===== src/sv/dsfd_pkg.sv =====
// Package for the dual-sync frame deframer: shared types and fixed codes.
// Used by the front, back and top modules of the deframer. It depends on nothing else.
package dsfd_pkg;

    localparam logic [7:0] SYNC_02 = 8'h02;
    localparam logic [7:0] SYNC_FF = 8'hFF;
    localparam logic [7:0] SYNC_AA = 8'hAA;

    localparam logic KIND_02   = 1'b0;
    localparam logic KIND_FFAA = 1'b1;

    localparam logic [1:0] ST_OK       = 2'd0;
    localparam logic [1:0] ST_MISMATCH = 2'd1;
    localparam logic [1:0] ST_RANGE    = 2'd2;

    localparam int CMD_DEPTH = 4;
    localparam int RES_DEPTH = 2;

    typedef enum logic [1:0] {
        PH_HUNT,
        PH_LEN,
        PH_BODY
    } t_phase;

    // A received byte with its sync classification.
    typedef struct packed {
        logic [7:0] data;
        logic       is_02;
        logic       is_ff;
        logic       is_aa;
    } t_item;

    typedef struct packed {
        logic [7:0]  byte_out;
        logic [11:0] offset;
        logic        frame_kind;
        logic        last;
        logic [1:0]  status;
    } t_result;

endpackage


===== src/sv/dsfd_fifo.sv =====
// Small synchronous queue built from registers, used between the deframer stages.
// Depends on nothing; the payload width and depth come from parameters.
module dsfd_fifo #(
    parameter int WIDTH = 8,
    parameter int DEPTH = 2
) (
    input  logic             i_clk,
    input  logic             i_rst_n,
    input  logic             i_push,
    input  logic [WIDTH-1:0] i_data,
    output logic             o_full,
    input  logic             i_pop,
    output logic [WIDTH-1:0] o_data,
    output logic             o_empty
);

    localparam int AW = (DEPTH > 1) ? $clog2(DEPTH) : 1;
    localparam int CW = $clog2(DEPTH + 1);

    logic [WIDTH-1:0] r_mem [DEPTH];
    logic [AW-1:0]    r_wr_ptr, n_wr_ptr;
    logic [AW-1:0]    r_rd_ptr, n_rd_ptr;
    logic [CW-1:0]    r_count, n_count;
    logic             push_ok;
    logic             pop_ok;

    assign o_full  = (r_count == CW'(DEPTH));
    assign o_empty = (r_count == '0);
    assign o_data  = r_mem[r_rd_ptr];
    assign push_ok = i_push && !o_full;
    assign pop_ok  = i_pop && !o_empty;

    // Pointers wrap at the depth, which need not be a power of two.
    always_comb begin
        n_wr_ptr = r_wr_ptr;
        n_rd_ptr = r_rd_ptr;
        n_count  = r_count;
        if (push_ok) begin
            n_wr_ptr = (r_wr_ptr == AW'(DEPTH - 1)) ? '0 : r_wr_ptr + AW'(1);
        end
        if (pop_ok) begin
            n_rd_ptr = (r_rd_ptr == AW'(DEPTH - 1)) ? '0 : r_rd_ptr + AW'(1);
        end
        if (push_ok && !pop_ok) begin
            n_count = r_count + CW'(1);
        end else if (pop_ok && !push_ok) begin
            n_count = r_count - CW'(1);
        end
    end

    always_ff @(posedge i_clk) begin
        if (!i_rst_n) begin
            r_wr_ptr <= '0;
            r_rd_ptr <= '0;
            r_count  <= '0;
        end else begin
            r_wr_ptr <= n_wr_ptr;
            r_rd_ptr <= n_rd_ptr;
            r_count  <= n_count;
        end
    end

    always_ff @(posedge i_clk) begin
        if (push_ok) begin
            r_mem[r_wr_ptr] <= i_data;
        end
    end

endmodule


===== src/sv/dsfd_front.sv =====
// Front stage of the deframer: accepts bytes and tags them with sync classes.
// Depends on dsfd_pkg and dsfd_fifo; its queue feeds the frame parser.
module dsfd_front import dsfd_pkg::*; (
    input  logic       i_clk,
    input  logic       i_rst_n,
    input  logic       i_push,
    input  logic [7:0] i_byte_in,
    output logic       o_full,
    input  logic       i_take,
    output t_item      o_item,
    output logic       o_item_valid
);

    t_item cls;
    logic  q_empty;

    always_comb begin
        cls.data  = i_byte_in;
        cls.is_02 = (i_byte_in == SYNC_02);
        cls.is_ff = (i_byte_in == SYNC_FF);
        cls.is_aa = (i_byte_in == SYNC_AA);
    end

    dsfd_fifo #(
        .WIDTH ($bits(t_item)),
        .DEPTH (CMD_DEPTH)
    ) u_cmd_q (
        .i_clk   (i_clk),
        .i_rst_n (i_rst_n),
        .i_push  (i_push),
        .i_data  (cls),
        .o_full  (o_full),
        .i_pop   (i_take),
        .o_data  (o_item),
        .o_empty (q_empty)
    );

    assign o_item_valid = !q_empty;

endmodule


===== src/sv/dsfd_back.sv =====
// Back stage of the deframer: sync hunt, length parse, body tracking and XOR check.
// Depends on dsfd_pkg; takes classified bytes and pushes result items downstream.
module dsfd_back import dsfd_pkg::*; #(
    parameter int MAX_FRAME = 4096
) (
    input  logic    i_clk,
    input  logic    i_rst_n,
    input  t_item   i_item,
    input  logic    i_item_valid,
    output logic    o_take,
    output t_result o_res,
    output logic    o_res_push,
    input  logic    i_res_full
);

    localparam int PW = ($clog2(MAX_FRAME) > 12) ? $clog2(MAX_FRAME) : 12;
    localparam logic [31:0] LIM_02   = 32'(MAX_FRAME - 9);
    localparam logic [15:0] LIM_FFAA = 16'(MAX_FRAME - 4);

    t_phase        r_phase, n_phase;
    logic          r_kind, n_kind;
    logic [PW-1:0] r_pos, n_pos;
    logic [31:0]   r_len, n_len;
    logic [PW-1:0] r_last_pos, n_last_pos;
    logic [PW-1:0] r_chk_pos, n_chk_pos;
    logic [PW-1:0] r_xor_lim, n_xor_lim;
    logic [7:0]    r_xor, n_xor;
    logic          r_check, n_check;
    logic [1:0]    r_run02, n_run02;
    logic          r_prev_ff, n_prev_ff;

    logic [7:0]    b;
    logic [31:0]   len_next;
    logic [15:0]   m;
    logic          end_len;
    logic          bad;
    logic [PW-1:0] last_pos_new;
    logic [7:0]    xor_init;
    logic          clear;

    assign o_take = i_item_valid && !i_res_full;

    always_comb begin
        b            = i_item.data;
        len_next     = {r_len[23:0], b};
        m            = len_next[15:0];
        end_len      = (r_kind == KIND_02) ? (r_pos == PW'(7)) : (r_pos == PW'(3));
        bad          = (r_kind == KIND_02) ? (len_next > LIM_02)
                                           : ((m > LIM_FFAA) || (m < 16'd2));
        last_pos_new = len_next[PW-1:0] + ((r_kind == KIND_02) ? PW'(8) : PW'(3));
        // With short lengths the checked range covers only some length bytes.
        xor_init     = ((m >= 16'd3) ? r_len[7:0] : 8'd0) ^ ((m >= 16'd4) ? b : 8'd0);

        n_phase    = r_phase;
        n_kind     = r_kind;
        n_pos      = r_pos;
        n_len      = r_len;
        n_last_pos = r_last_pos;
        n_chk_pos  = r_chk_pos;
        n_xor_lim  = r_xor_lim;
        n_xor      = r_xor;
        n_check    = r_check;
        n_run02    = r_run02;
        n_prev_ff  = r_prev_ff;
        clear      = 1'b0;

        o_res.byte_out   = b;
        o_res.offset     = r_pos[11:0];
        o_res.frame_kind = r_kind;
        o_res.last       = 1'b0;
        o_res.status     = ST_OK;
        o_res_push       = 1'b0;

        if (o_take) begin
            unique case (r_phase)
                PH_HUNT: begin
                    if (i_item.is_02 && (r_run02 == 2'd3)) begin
                        clear   = 1'b1;
                        n_phase = PH_LEN;
                        n_kind  = KIND_02;
                        n_pos   = PW'(4);
                    end else if (i_item.is_aa && r_prev_ff) begin
                        clear   = 1'b1;
                        n_phase = PH_LEN;
                        n_kind  = KIND_FFAA;
                        n_pos   = PW'(2);
                    end else begin
                        n_run02   = i_item.is_02 ? ((r_run02 == 2'd3) ? 2'd3 : r_run02 + 2'd1)
                                                 : 2'd0;
                        n_prev_ff = i_item.is_ff;
                    end
                end
                PH_LEN: begin
                    o_res_push = 1'b1;
                    n_len      = len_next;
                    n_pos      = r_pos + PW'(1);
                    if (end_len) begin
                        if (bad) begin
                            o_res.last   = 1'b1;
                            o_res.status = ST_RANGE;
                            clear        = 1'b1;
                        end else begin
                            n_phase    = PH_BODY;
                            n_last_pos = last_pos_new;
                            n_chk_pos  = last_pos_new - PW'(2);
                            n_xor_lim  = last_pos_new - PW'(4);
                            if (r_kind == KIND_FFAA) begin
                                n_xor = xor_init;
                                if (m == 16'd2) begin
                                    n_check = (xor_init != b);
                                end
                            end
                        end
                    end
                end
                PH_BODY: begin
                    o_res_push = 1'b1;
                    if (r_kind == KIND_02) begin
                        if (r_pos == r_last_pos) begin
                            o_res.status = (r_xor != b) ? ST_MISMATCH : ST_OK;
                        end else begin
                            n_xor = r_xor ^ b;
                        end
                    end else begin
                        if (r_pos == r_chk_pos) begin
                            n_check = (r_xor != b);
                        end else if (r_pos <= r_xor_lim) begin
                            n_xor = r_xor ^ b;
                        end
                        if (r_pos == r_last_pos) begin
                            o_res.status = r_check ? ST_MISMATCH : ST_OK;
                        end
                    end
                    if (r_pos == r_last_pos) begin
                        o_res.last = 1'b1;
                        clear      = 1'b1;
                    end else begin
                        n_pos = r_pos + PW'(1);
                    end
                end
                default: begin
                    clear = 1'b1;
                end
            endcase
        end

        // Frame end, error end and a sync match all start from a clean slate.
        if (clear) begin
            n_run02   = 2'd0;
            n_prev_ff = 1'b0;
            n_xor     = 8'd0;
            n_check   = 1'b0;
            n_len     = '0;
            if (!(o_take && (r_phase == PH_HUNT))) begin
                n_phase = PH_HUNT;
                n_kind  = KIND_02;
                n_pos   = '0;
            end
        end
    end

    always_ff @(posedge i_clk) begin
        if (!i_rst_n) begin
            r_phase   <= PH_HUNT;
            r_kind    <= KIND_02;
            r_pos     <= '0;
            r_len     <= '0;
            r_xor     <= 8'd0;
            r_check   <= 1'b0;
            r_run02   <= 2'd0;
            r_prev_ff <= 1'b0;
        end else begin
            r_phase   <= n_phase;
            r_kind    <= n_kind;
            r_pos     <= n_pos;
            r_len     <= n_len;
            r_xor     <= n_xor;
            r_check   <= n_check;
            r_run02   <= n_run02;
            r_prev_ff <= n_prev_ff;
        end
    end

    always_ff @(posedge i_clk) begin
        r_last_pos <= n_last_pos;
        r_chk_pos  <= n_chk_pos;
        r_xor_lim  <= n_xor_lim;
    end

endmodule


===== src/sv/dual_sync_frame_deframer_xor.sv =====
// Top level of the dual-sync frame deframer with XOR frame check.
// Depends on dsfd_pkg, dsfd_front, dsfd_back and dsfd_fifo.
//
// Usage: received bytes enter on i_byte_in; a transfer happens on a clock
// edge where push is high and full is low. Result items leave as a queue:
// while empty is low the oldest result is on the o_ ports, and a transfer
// happens on an edge where pop is high. Sync bytes give no result; every
// byte after a sync pattern gives one, tagged with its offset and kind,
// and the final byte (or the length byte of an out-of-range frame) has
// o_last set along with its status.
// Path: a transferred byte is registered in the input queue, then parsed
// and registered in the result queue. Throughput: one byte per cycle while the
// result queue has room, limited by the single parse step of the back stage.
// Reset clears both queues and returns the parser to hunting for sync.
// When the receiver stalls, the two-entry result queue fills, the parser
// stops, the four-entry input queue fills and full rises; nothing is lost.
module dual_sync_frame_deframer_xor import dsfd_pkg::*; #(
    parameter int MAX_FRAME = 4096
) (
    input  logic        i_clk,
    input  logic        i_rst_n,
    input  logic        push,
    output logic        full,
    input  logic [7:0]  i_byte_in,
    output logic        empty,
    input  logic        pop,
    output logic [7:0]  o_byte_out,
    output logic [11:0] o_offset,
    output logic        o_frame_kind,
    output logic        o_last,
    output logic [1:0]  o_status
);

    t_item   item;
    logic    item_valid;
    logic    take;
    t_result res;
    logic    res_push;
    logic    res_full;
    t_result res_head;

    dsfd_front u_front (
        .i_clk        (i_clk),
        .i_rst_n      (i_rst_n),
        .i_push       (push),
        .i_byte_in    (i_byte_in),
        .o_full       (full),
        .i_take       (take),
        .o_item       (item),
        .o_item_valid (item_valid)
    );

    dsfd_back #(
        .MAX_FRAME (MAX_FRAME)
    ) u_back (
        .i_clk        (i_clk),
        .i_rst_n      (i_rst_n),
        .i_item       (item),
        .i_item_valid (item_valid),
        .o_take       (take),
        .o_res        (res),
        .o_res_push   (res_push),
        .i_res_full   (res_full)
    );

    dsfd_fifo #(
        .WIDTH ($bits(t_result)),
        .DEPTH (RES_DEPTH)
    ) u_res_q (
        .i_clk   (i_clk),
        .i_rst_n (i_rst_n),
        .i_push  (res_push),
        .i_data  (res),
        .o_full  (res_full),
        .i_pop   (pop),
        .o_data  (res_head),
        .o_empty (empty)
    );

    assign o_byte_out   = res_head.byte_out;
    assign o_offset     = res_head.offset;
    assign o_frame_kind = res_head.frame_kind;
    assign o_last       = res_head.last;
    assign o_status     = res_head.status;

endmodule


===== config.mk =====
export PLATFORM = sky130hd
export DESIGN_NAME = dual_sync_frame_deframer_xor
export DESIGN_NICKNAME = d
export VERILOG_FILES = /design/src/sv/dsfd_pkg.sv /design/src/sv/dsfd_fifo.sv /design/src/sv/dsfd_front.sv /design/src/sv/dsfd_back.sv /design/src/sv/dual_sync_frame_deframer_xor.sv
export SDC_FILE = /design/constraint.sdc
export NUM_CORES = 1
export LEC_CHECK = 0
export BUFFER_PORTS_ARGS = -buffer_cell sky130_fd_sc_hd__buf_4
export CAP_MARGIN = 20
export CORE_MARGIN = 8
export CORE_UTILIZATION = 50
export DETAILED_ROUTE_END_ITERATION = 16
export PLACE_DENSITY = 0.67
export SLEW_MARGIN = 20
export SYNTH_ARGS = -nofsm -noshare
export SYNTH_HDL_FRONTEND = slang
export SYNTH_HIERARCHICAL = 1
export SYNTH_SLANG_ARGS = --single-unit

===== constraint.sdc =====
create_clock -name i_clk -period 6.7 [get_ports i_clk]
set_clock_uncertainty 0.05 [all_clocks]
set_input_delay 1.34 -clock i_clk [delete_from_list [all_inputs] [get_ports i_clk]]
set_output_delay 1.34 -clock i_clk [all_outputs]
set_load 0.005 [all_outputs]

# Word level (Yosys, flattened, before mapping)
# Memory sizes are Yosys's and may differ from the RTL's. A register that Yosys moved wholly into a read port is not among the register bits.
# Cells that the tools add are included.
totals:
  latchBits: 0
  rom_bits: 0
  ram_bits: 92
  wordCells: 181
  mem_count: 2
  output_inout_bits: 26
  ff_bits: 98
op_classes:
  addsub: 13
  n_div: 0
  n_mux: 77
  n_reduce_logical: 34
  n_lt_le_gt_ge: 6
  eq_ne: 26
  multipliers: 0
  n_shift: 0
  bitwise: 6
memory_table:
  columns: ["name", "depth", "word_bits", "rd", "rd_ports_with_merged_regs", "write_ports", "line", "text"]
  rows:
  - ["u_res_q.r_mem", 2, 24, 1, 1, 1, "dsfd_fifo.sv:20", "logic [WIDTH-1:0] r_mem [DEPTH];"]
  - ["u_front.u_cmd_q.r_mem", 4, 11, 1, 1, 1, "dsfd_fifo.sv:20", null]
ops:
  columns: ["cell", "n"]
  rows:
  - ["two-way mux 12 bit", 6]
  - ["two-way mux 8 bit", 9]
  - ["two-way mux 2 bit", 18]
  - ["case mux 12 bit (3 select lines)", 1]
  - ["greater-than comparator 32 x 12 -> 1 bit (second input constant)", 1]
  - ["two-way mux 1 bit", 32]
  - ["== test 12 bit", 2]
  - ["== test 16 x 2 -> 1 bit (second input constant)", 1]
  - ["== test 8 bit (second input constant)", 2]
  - [">= comparator 16 x 2 -> 1 bit (second input constant)", 1]
  - [">= comparator 16 x 3 -> 1 bit (second input constant)", 1]
  - ["greater-than comparator 16 x 12 -> 1 bit (second input constant)", 1]
  - ["less-than comparator 16 x 2 -> 1 bit (second input constant)", 1]
  - ["inequality test 8 bit", 2]
  - ["case mux 8 bit (2 select lines)", 1]
  - ["AND reduction 8 bit", 2]
  - ["bitwise XOR 8 bit", 2]
  - ["two-way mux 3 bit", 5]
  - ["adder 12 x 1 -> 12 bit (second input constant)", 1]
  - ["adder 12 x 4 -> 12 bit", 1]
  - ["== test 12 x 2 -> 1 bit (second input constant)", 1]
  - ["== test 12 x 3 -> 1 bit (second input constant)", 1]
  - ["<= comparator 12 bit", 1]
  - ["logical AND 1 bit", 12]
  - ["other kinds (29)", 57]

# Longest topological paths before layout
# Gate-level depths: netlist of run 1.
depth:
  ltp_word: 9
  mapped_depth: 12
  depth_no_buf: 12

# By module
# The synthesis of run 1 kept the hierarchy.
modules_own_cells:
  columns: ["mod", "n_inst", "cells_per_inst", "area_each_um2", "seq_area_each_um2"]
  rows:
  - ["dsfd_back", 1, 573, 5007.3, 2011.9]
  - ["dsfd_fifo at u_front.u_cmd_q", 1, 108, 2060.7, 1501.4]
  - ["dsfd_fifo at u_res_q", 1, 100, 1960.6, 1541.5]
  - ["dsfd_front", 1, 8, 53.8, 0.0]

# Worst setup path after synthesis of run 1
# No wires, ideal clock.
synth_timing:
  kind: "reg-to-reg"
  start: "register (tool-made name)"
  end: "register u_back.r_chk_pos[10], enable pin"
  t_required_ps: 6186
  slack_ps: 1964
  path_stages_with_launch: 9
  path_buffers: 2
  t_arrival_ps: 4222
  setup_ps: 464
  synth_period_minus_slack_ps: 4736
  path_cell_list: "dfxtp_1 > buf_4 > mux4_2 > clkbuf_1 > o21ai_0 > a21oi_1 > a21oi_1 > nand2_1 > nor3_1"
synth_rtl:
  columns: ["element", "line", "text"]
  rows:
  - ["end signal, assigned", "dsfd_back.sv:186", "r_chk_pos <= n_chk_pos;"]
  - ["end, declared", "dsfd_back.sv:25", "logic [PW-1:0] r_chk_pos, n_chk_pos;"]

==> run summary, run 1 <==
RUN STATUS
--------------------------------------------------------------------------------
Outcome                                                             complete, no violations

CLOCK TREE
--------------------------------------------------------------------------------
Clock sinks                                                                  190
TritonCTS Buffers                                                             17
Clock-pin slew on the worst setup and hold paths                           70 ps
Worst-skew pair later-pin latency                                         430 ps
# Post-CTS Setup Buffers                                                       0
Largest buffer count on any clock path                                         2
Root Buffer Master                                                  sky130_fd_sc_hd__clkbuf_16
Number of H-tree levels                                                        4
TritonCTS clock tree                                                         yes
Resized cells post-CTS                                                         0
Hold-fix buffers at CTS                                                        0

STA
--------------------------------------------------------------------------------
Unrepaired setup endpoints after global routing                            false
Final total negative setup slack                                            0 ps
Crit path time final                                                     4630 ps
Tightest Pin Transition                                                  1070 ps
Final worst-path cycle share                                               69.1%
Final setup violation count                                                    0
Number of max-slew violations in the final report                              0
Smallest hold slack                                                       409 ps
Number of hold-slack violations in the final timing report                     0
Normalized max-slew margin                                                 28.0%
Achievable Freq                                                        0.216 GHz

DRT
--------------------------------------------------------------------------------
Vias                                                                        6045
Via-to-Cell Ratio                                                           5.78
Count of nets left with antenna violations after detail routing                0
Average wire per standard cell                                           18.4 um
Drt initial violations                                                       515
Number of detailed-route iterations in the first pass                          5
Total routed wirelength                                                  19.2 mm
DRC viols                                                                      0

PWR
--------------------------------------------------------------------------------
Pwr dens                                                             336 nW/um^2
Worst ir drop on vdd                                                  0.000208 V
Leak                                                                     3.61 nW

FINAL LAYOUT
--------------------------------------------------------------------------------
Synth-to-layout area growth                                                11.1%
Total non-filler cell area in the finished layout                     10100 um^2
Fraction of layout cells with a size suffix above 1                        16.4%
Final antenna diode count                                                      0
Number of filler instances in the final layout                              1483
NumNets Final                                                                847

FLOORPLANNING
--------------------------------------------------------------------------------
Die X                                                                     151 um
Core area                                                             17900 um^2
I/O pin count                                                                 38
Overall die area                                                      22700 um^2
Starting utilization of the core area                                      50.7%
Total number of placement rows                                                49
Die height                                                                151 um

LOGIC SYNTHESIS
--------------------------------------------------------------------------------
Number of distinct library cells after synthesis                              66
Share of synthesized flip-flops with an asynchronous set or reset             0%
Largest area contributor in the netlist                             sky130_fd_sc_hd__edfxtp_1
Net count after synthesis                                                    832
Most common cell in the netlist                                     sky130_fd_sc_hd__edfxtp_1
Gate Count Post-Synth                                                        789
Mapped Area                                                            9080 um^2
Synthesis Warnings                                                             6
Sequential share of the synthesized area                                   55.7%
Number of enable-type register cells in the synthesized netlist              125
Top post-synthesis cells by count                                   125 x sky130_fd_sc_hd__edfxtp_1, 88 x sky130_fd_sc_hd__nand2_1, 65 x sky130_fd_sc_hd__dfxtp_1
Main area contributors after synthesis                              sky130_fd_sc_hd__edfxtp_1 41%, sky130_fd_sc_hd__dfxtp_1 14%, sky130_fd_sc_hd__xnor2_1 4.1%
Avg Inst Size Synth                                                    11.5 um^2
Synthesis-stage register bit count                                           190
Top-area cell type share of the netlist area                               41.3%
Ys flop type                                                        sky130_fd_sc_hd__edfxtp_1

GLOBAL ROUTE
--------------------------------------------------------------------------------
Initial antenna violation count                                                0
Number of global-route vias before repair                                   6003
Total track usage                                                          17.4%
Pin count of the biggest net entering global routing                          37
First-pass GRT wire length                                               30.9 mm
Total global routing overflow                                                  0

WORST HOLD PATH
--------------------------------------------------------------------------------
Classification of the worst-slack hold path                         flop to flop
Hold Startpoint                                                     u_back/r_len[20]

SETUP PATH
--------------------------------------------------------------------------------
Setup CP Type                                                       flop to flop
Startpoint types                                                            flop
Critical Path RT                                                         6830 ps
Critical path endpoint category                                             flop
Worst-path fanout max                                                         11
Signal arrival time at the worst endpoint                                4760 ps

PLACE
--------------------------------------------------------------------------------
Gpl congestion                                                             0.878
Count of input and output buffers                                             37
Post-placement cell area                                               9480 um^2
Detailed placement HPWL                                                  13.3 mm

RUN
--------------------------------------------------------------------------------
Max Cap Viol                                                                   0

==> sequential cells by signal, summed over array words and instances, names as in the netlist, 2 cells and up, named ones only <==
name                      flops
u_back/r_chk_pos             11
u_front/u_cmd_q/r_rd_ptr      2
u_res_q/r_mem                48
u_back/r_phase                2
u_res_q/r_count               2
u_back/r_xor_lim             10
u_front/u_cmd_q/r_wr_ptr      2
u_back/r_len                 24
u_front/u_cmd_q/r_count       3
u_back/r_run02                2
u_back/r_pos                 12
u_back/r_xor                  8
u_front/u_cmd_q/r_mem        44
u_back/r_last_pos            12
==> per-stage QoR <==
step	util [%]	setup slack (ps)	std cells	power, mW
floorplan	-	1960	789	2.14
global placement	52.9	2180	1013	2.36
detailed placement	52.9	2070	1014	2.40
CTS	56.3	2040	1046	3.41
global route	56.4	1650	1046	3.56
finish	56.4	2070	1046	3.39
==> cell type report <==
class / count / area, um^2 / share of cell area [%]
well taps: 229 / 287 / 2.84
clock inverters: 14 / 176 / 1.75
multi-input cells: 507 / 3640 / 36.1
flip-flops and latches: 190 / 5060 / 50.1
repair buffers: 43 / 330 / 3.27
clock buffers: 18 / 429 / 4.25
inverters: 45 / 169 / 1.67
==> path summary, 6_finish.rpt <==
kind | to | slack (ps) | cells past startpoint
max | u_back/r_xor_lim[11] | 2070 | 10
min | u_back/r_len[20] | 410 | 2
max reg2reg | u_back/r_xor_lim[11] | 2070 | 10
min reg2reg | u_back/r_len[20] | 410 | 2
==> critical path, stage by stage, from the launching register on <==
cell                       delay, ps
sky130_fd_sc_hd__dfxtp_1         790
sky130_fd_sc_hd__mux4_2          710
sky130_fd_sc_hd__ha_1            280
sky130_fd_sc_hd__fa_1            400
sky130_fd_sc_hd__a31oi_1         370
sky130_fd_sc_hd__xor2_1          470
sky130_fd_sc_hd__nand3b_1        170
sky130_fd_sc_hd__nor4b_1         590
sky130_fd_sc_hd__nand3_1         180
sky130_fd_sc_hd__nor4_1          260
sky130_fd_sc_hd__xnor2_1         110
==> cells by family after synthesis <==
family / share of synthesized area (%)
XOR/XNOR: 5.79
AO/OA/AOI/OAI: 9.48
buffers and inverters: 4.44
AND/OR/NAND/NOR: 14.1
adder cells (fa/ha/maj): 4.44
flip-flops: 55.7
multiplexers: 6.16
==> per-layer routing <==
layer	share of wire, %	track usage [%]
met5	0	0
met4	1.4	6.04
met3	5.0	3.38
met2	51	30.1
met1	43	21.4
==> cell usage in the layout, fill, tap and decap left out, drive strengths merged, types with 6 or more instances in the layout <==
master / count
inv: 49
a21oi: 55
xnor2: 43
nand4: 14
o21ai: 24
nor3: 17
mux2: 25
a2111oi: 6
buf: 43
and3: 18
nor2b: 10
and2: 10
xor2: 17
a311oi: 12
or4: 8
nand2b: 8
nand2: 88
clkbuf: 18
clkinv: 8
nand3: 13
dfxtp: 65
nor4: 14
edfxtp: 125
ha: 29
nor2: 29
mux4: 11
==> power by group <==
| group | internal, mW | switching [mW] | leakage, nW |
|---|---|---|---|
| logic | 0.358 | 0.549 | 1.61 |
| clock network | 0.536 | 0.476 | 0.292 |
| registers | 1.39 | 0.0853 | 1.71 |
| total | 2.28 | 1.11 | 3.61 |
Power figures use the tool's default switching activity.
==> inputs of run 2 (changes only) <==
--- a/config.mk
+++ b/config.mk
@@ -10,7 +10,7 @@
 export CORE_MARGIN = 8
 export CORE_UTILIZATION = 50
 export DETAILED_ROUTE_END_ITERATION = 16
-export PLACE_DENSITY = 0.67
+export PLACE_DENSITY = 0.69
 export SLEW_MARGIN = 20
 export SYNTH_ARGS = -nofsm -noshare
 export SYNTH_HDL_FRONTEND = slang
==> constraint.sdc (replaced) <==
create_clock -name i_clk -period 4.1 [get_ports i_clk]
set_clock_uncertainty 0.05 [all_clocks]
set_input_delay 0.82 -clock i_clk [delete_from_list [all_inputs] [get_ports i_clk]]
set_output_delay 0.82 -clock i_clk [all_outputs]
set_load 0.005 [all_outputs]
==> run 2 against run 1 <==
Sequential power rose by 63%; total power rose by 65%; critical path type unchanged; clock-buffer cell count did not move; die area did not move; worst hold slack improved by 0.72 ps; wire length rose by 0.61%; critical path depth rose by 2; largest power group unchanged; clock power rose by 59%; final cell count rose by 1.8%.
==> run summary, run 2 (synthesized netlist as in run 1, its figures left out) <==
CLOCK TREE
----------------------------------------------------------------------------------
Clock-pin slew on the worst setup and hold paths                             70 ps   about the same
Clock sinks                                                                    190   unchanged
TritonCTS Buffers                                                               17   unchanged
# Post-CTS Setup Buffers                                                         0   unchanged
Resized cells post-CTS                                                           0   unchanged
Worst-skew pair later-pin latency                                           440 ps   was 430 ps
Hold-fix buffers at CTS                                                          0   unchanged
TritonCTS clock tree                                                           yes   unchanged
Largest buffer count on any clock path                                           2   unchanged
Root Buffer Master                                                    sky130_fd_sc_hd__clkbuf_16   unchanged
Number of H-tree levels                                                          4   unchanged

SETUP PATH
----------------------------------------------------------------------------------
Crit path top cell by count                                           sky130_fd_sc_hd__buf_4
Flop-to-flop setup slack                                                    370 ps   was 2070 ps
CP max stage cell                                                     sky130_fd_sc_hd__mux4_2   was sky130_fd_sc_hd__dfxtp_1
Worst reg2reg endpoint                                                u_back/r_xor_lim[11]   unchanged
Worst-path fanout max                                                            4   was 11
Maximum cell stage delay along the critical path                            540 ps   was 790 ps
Startpoint types                                                              flop   unchanged
Setup CP Type                                                         flop to flop   unchanged
Critical path endpoint category                                               flop   unchanged
Critical Path RT                                                           4230 ps   was 6830 ps
Length in cells of the worst reg-to-reg path                                    12   was 10
Signal arrival time at the worst endpoint                                  3860 ps   was 4760 ps
Critical-path cell list                                               buf_4 -> mux4_2 -> fa_1 -> a31oi_1 -> buf_4 -> xor2_1 -> nand3b_1 -> nor4b_1 -> buf_4 -> nand3_1 -> nor4_1 -> xnor2_1   was mux4_2 -> ha_1 -> fa_1 -> a31oi_1 -> xor2_1 -> nand3b_1 -> nor4b_1 -> nand3_1 -> nor4_1 -> xnor2_1

FLOORPLANNING
----------------------------------------------------------------------------------
Die X                                                                       151 um   unchanged
Overall die area                                                        22700 um^2   unchanged
Die height                                                                  151 um   unchanged
Core area                                                               17900 um^2   unchanged
Starting utilization of the core area                                        50.7%   unchanged
I/O pin count                                                                   38   unchanged
Total number of placement rows                                                  49   unchanged

STA
----------------------------------------------------------------------------------
Final worst-path cycle share                                                 90.9%   was 69.1%
Number of max-slew violations in the final report                                0   unchanged
Final total negative setup slack                                              0 ps   unchanged
Crit path time final                                                       3730 ps   was 4630 ps
Achievable Freq                                                          0.268 GHz   was 0.216 GHz
Unrepaired setup endpoints after global routing                              false   unchanged
Final setup violation count                                                      0   unchanged
Tightest Pin Transition                                                     855 ps   was 1070 ps
Number of hold-slack violations in the final timing report                       0   unchanged
Normalized max-slew margin                                                   42.8%   was 28.0%

FINAL LAYOUT
----------------------------------------------------------------------------------
Register with the most flip-flops                                     u_res_q/r_mem   unchanged
Flip-flop count of the largest register, all copies and words added             48   unchanged
Fraction of layout cells with a size suffix above 1                          17.9%   was 16.4%
NumNets Final                                                                  866   was 847
Final antenna diode count                                                        0   unchanged
Final instance count without filler cells                                     1065   was 1046
Largest registers                                                     u_res_q/r_mem: 48 flops, u_front/u_cmd_q/r_mem: 44 flops, u_back/r_len: 24 flops   unchanged
Synth-to-layout area growth                                                  12.4%   was 11.1%
Top library cells by usage in the layout, fill and taps aside         125 x sky130_fd_sc_hd__edfxtp_1, 88 x sky130_fd_sc_hd__nand2_1, 64 x sky130_fd_sc_hd__dfxtp_1, 61 x sky130_fd_sc_hd__buf_4, 54 x sky130_fd_sc_hd__a21oi_1   was 125 x sky130_fd_sc_hd__edfxtp_1, 88 x sky130_fd_sc_hd__nand2_1, 64 x sky130_fd_sc_hd__dfxtp_1, 54 x sky130_fd_sc_hd__a21oi_1, 43 x sky130_fd_sc_hd__xnor2_1
Most common library cell in the layout ignoring fill and taps         sky130_fd_sc_hd__edfxtp_1   unchanged

GLOBAL ROUTE
----------------------------------------------------------------------------------
Pin count of the biggest net entering global routing                            34   was 37
Number of global-route vias before repair                                     6156   was 6003
Global Route met3 Usage                                                      3.65%   was 3.38%
Total track usage                                                            17.9%   was 17.4%
Met2 Resource Use GR                                                         30.1%   unchanged
Initial antenna violation count                                                  0   unchanged
Met1 demand-to-capacity share in global routing                              22.0%   was 21.4%
Busiest layer in global routing                                               met2   unchanged
Total global routing overflow                                                    0   unchanged
First-pass GRT wire length                                                 31.8 mm   was 30.9 mm

DRT
----------------------------------------------------------------------------------
Via-to-Cell Ratio                                                             5.81   was 5.78
Number of detailed-route iterations in the first pass                            5   unchanged
Vias                                                                          6191   was 6045
Count of nets left with antenna violations after detail routing                  0   unchanged
Total routed wirelength                                                    19.3 mm   was 19.2 mm
Drt initial violations                                                         610   was 515
DRC viols                                                                        0   unchanged
Average wire per standard cell                                             18.1 um   was 18.4 um

RUN
----------------------------------------------------------------------------------
Max Cap Viol                                                                     0   unchanged

WORST HOLD PATH
----------------------------------------------------------------------------------
Endpoint of the worst hold-timing path                                u_back/r_len[20]   unchanged
Hold Startpoint                                                       u_back/r_len[20]   unchanged
WHS Path Cells                                                                   2   unchanged
Classification of the worst-slack hold path                           flop to flop   unchanged

PWR
----------------------------------------------------------------------------------
Worst ir drop on vdd                                                    0.000311 V   was 0.000208 V
Leak                                                                       3.70 nW   was 3.61 nW
Pwr dens                                                               548 nW/um^2   was 336 nW/um^2

PLACE
----------------------------------------------------------------------------------
Detailed placement HPWL                                                    13.8 mm   was 13.3 mm
Placed Instances                                                              1033   was 1014
Gpl congestion                                                               0.887   was 0.878
Count of input and output buffers                                               37   unchanged

RUN STATUS
----------------------------------------------------------------------------------
Outcome                                                               complete, no violations   unchanged

[run 2: changes by cell type in the layout (fill, tap and decap cells not counted), sizes merged]
| cell | delta |
|---|---|
| clkinv | -3 |
| buf | +19 |
| inv | +3 |
[run 2: final cells by class]
type                       instances  area [um^2]
tap                              229          287
clock inverter                    14          146
timing repair buffer              62          478
multi-input combinational        507         3640
sequential                       190         5060
fill                            1471         7690
inverter                          45          169
clock buffer                      18          429
[run 2: worst max-delay path by stage]
stage | from | to | slack, ps | cells past startpoint
finish | flop | u_back/r_xor_lim[11] | 370 | 12
CTS | flop | u_back/r_xor_lim[11] | 440 | 12
global route | flop | u_back/r_xor_lim[11] | 210 | 12
global placement | flop | u_back/r_xor_lim[11] | 580 | 12
floorplan | flop | u_back/r_chk_pos[10] | 360 | 8
detailed placement | flop | u_back/r_xor_lim[11] | 470 | 12
[run 2: metal layers]
layer,up-vias,part of all wire [%]
li1,2914,-
met1,3032,42
met2,205,50
met3,40,5.6
met4,0,2.7
met5,-,0
[run 2: power breakdown]
part	internal (mW)	switching, mW
Combinational	0.650	0.937
Sequential	2.27	0.128
Clock	0.863	0.751
[run 2: worst max-delay path, delay by kind of cell, from the launching register on]
family | cells | cell delay, ps
AND/OR/NAND/NOR | 4 | 790
buffers and inverters | 3 | 550
multiplexers | 1 | 540
adder cells (fa/ha/maj) | 1 | 480
flip-flops | 1 | 380
AO/OA/AOI/OAI | 1 | 370
XOR/XNOR | 2 | 310
[run 2: metrics by stage]
stage | area [um^2] | worst slack, ps | hold slack (ps) | power, mW | utilization, %
6_report | 10200 | 372 | 409 | 5.60 | 57.0
3_5_place_dp | 9630 | 466 | 400 | 4.01 | 53.8
4_1_cts | 10200 | 436 | 409 | 5.63 | 57.0
3_3_place_gp | 9630 | 581 | 394 | 3.95 | 53.8
5_1_grt | 10200 | 205 | 438 | 5.89 | 57.0
2_1_floorplan | 9090 | 356 | 386 | 3.51 | -
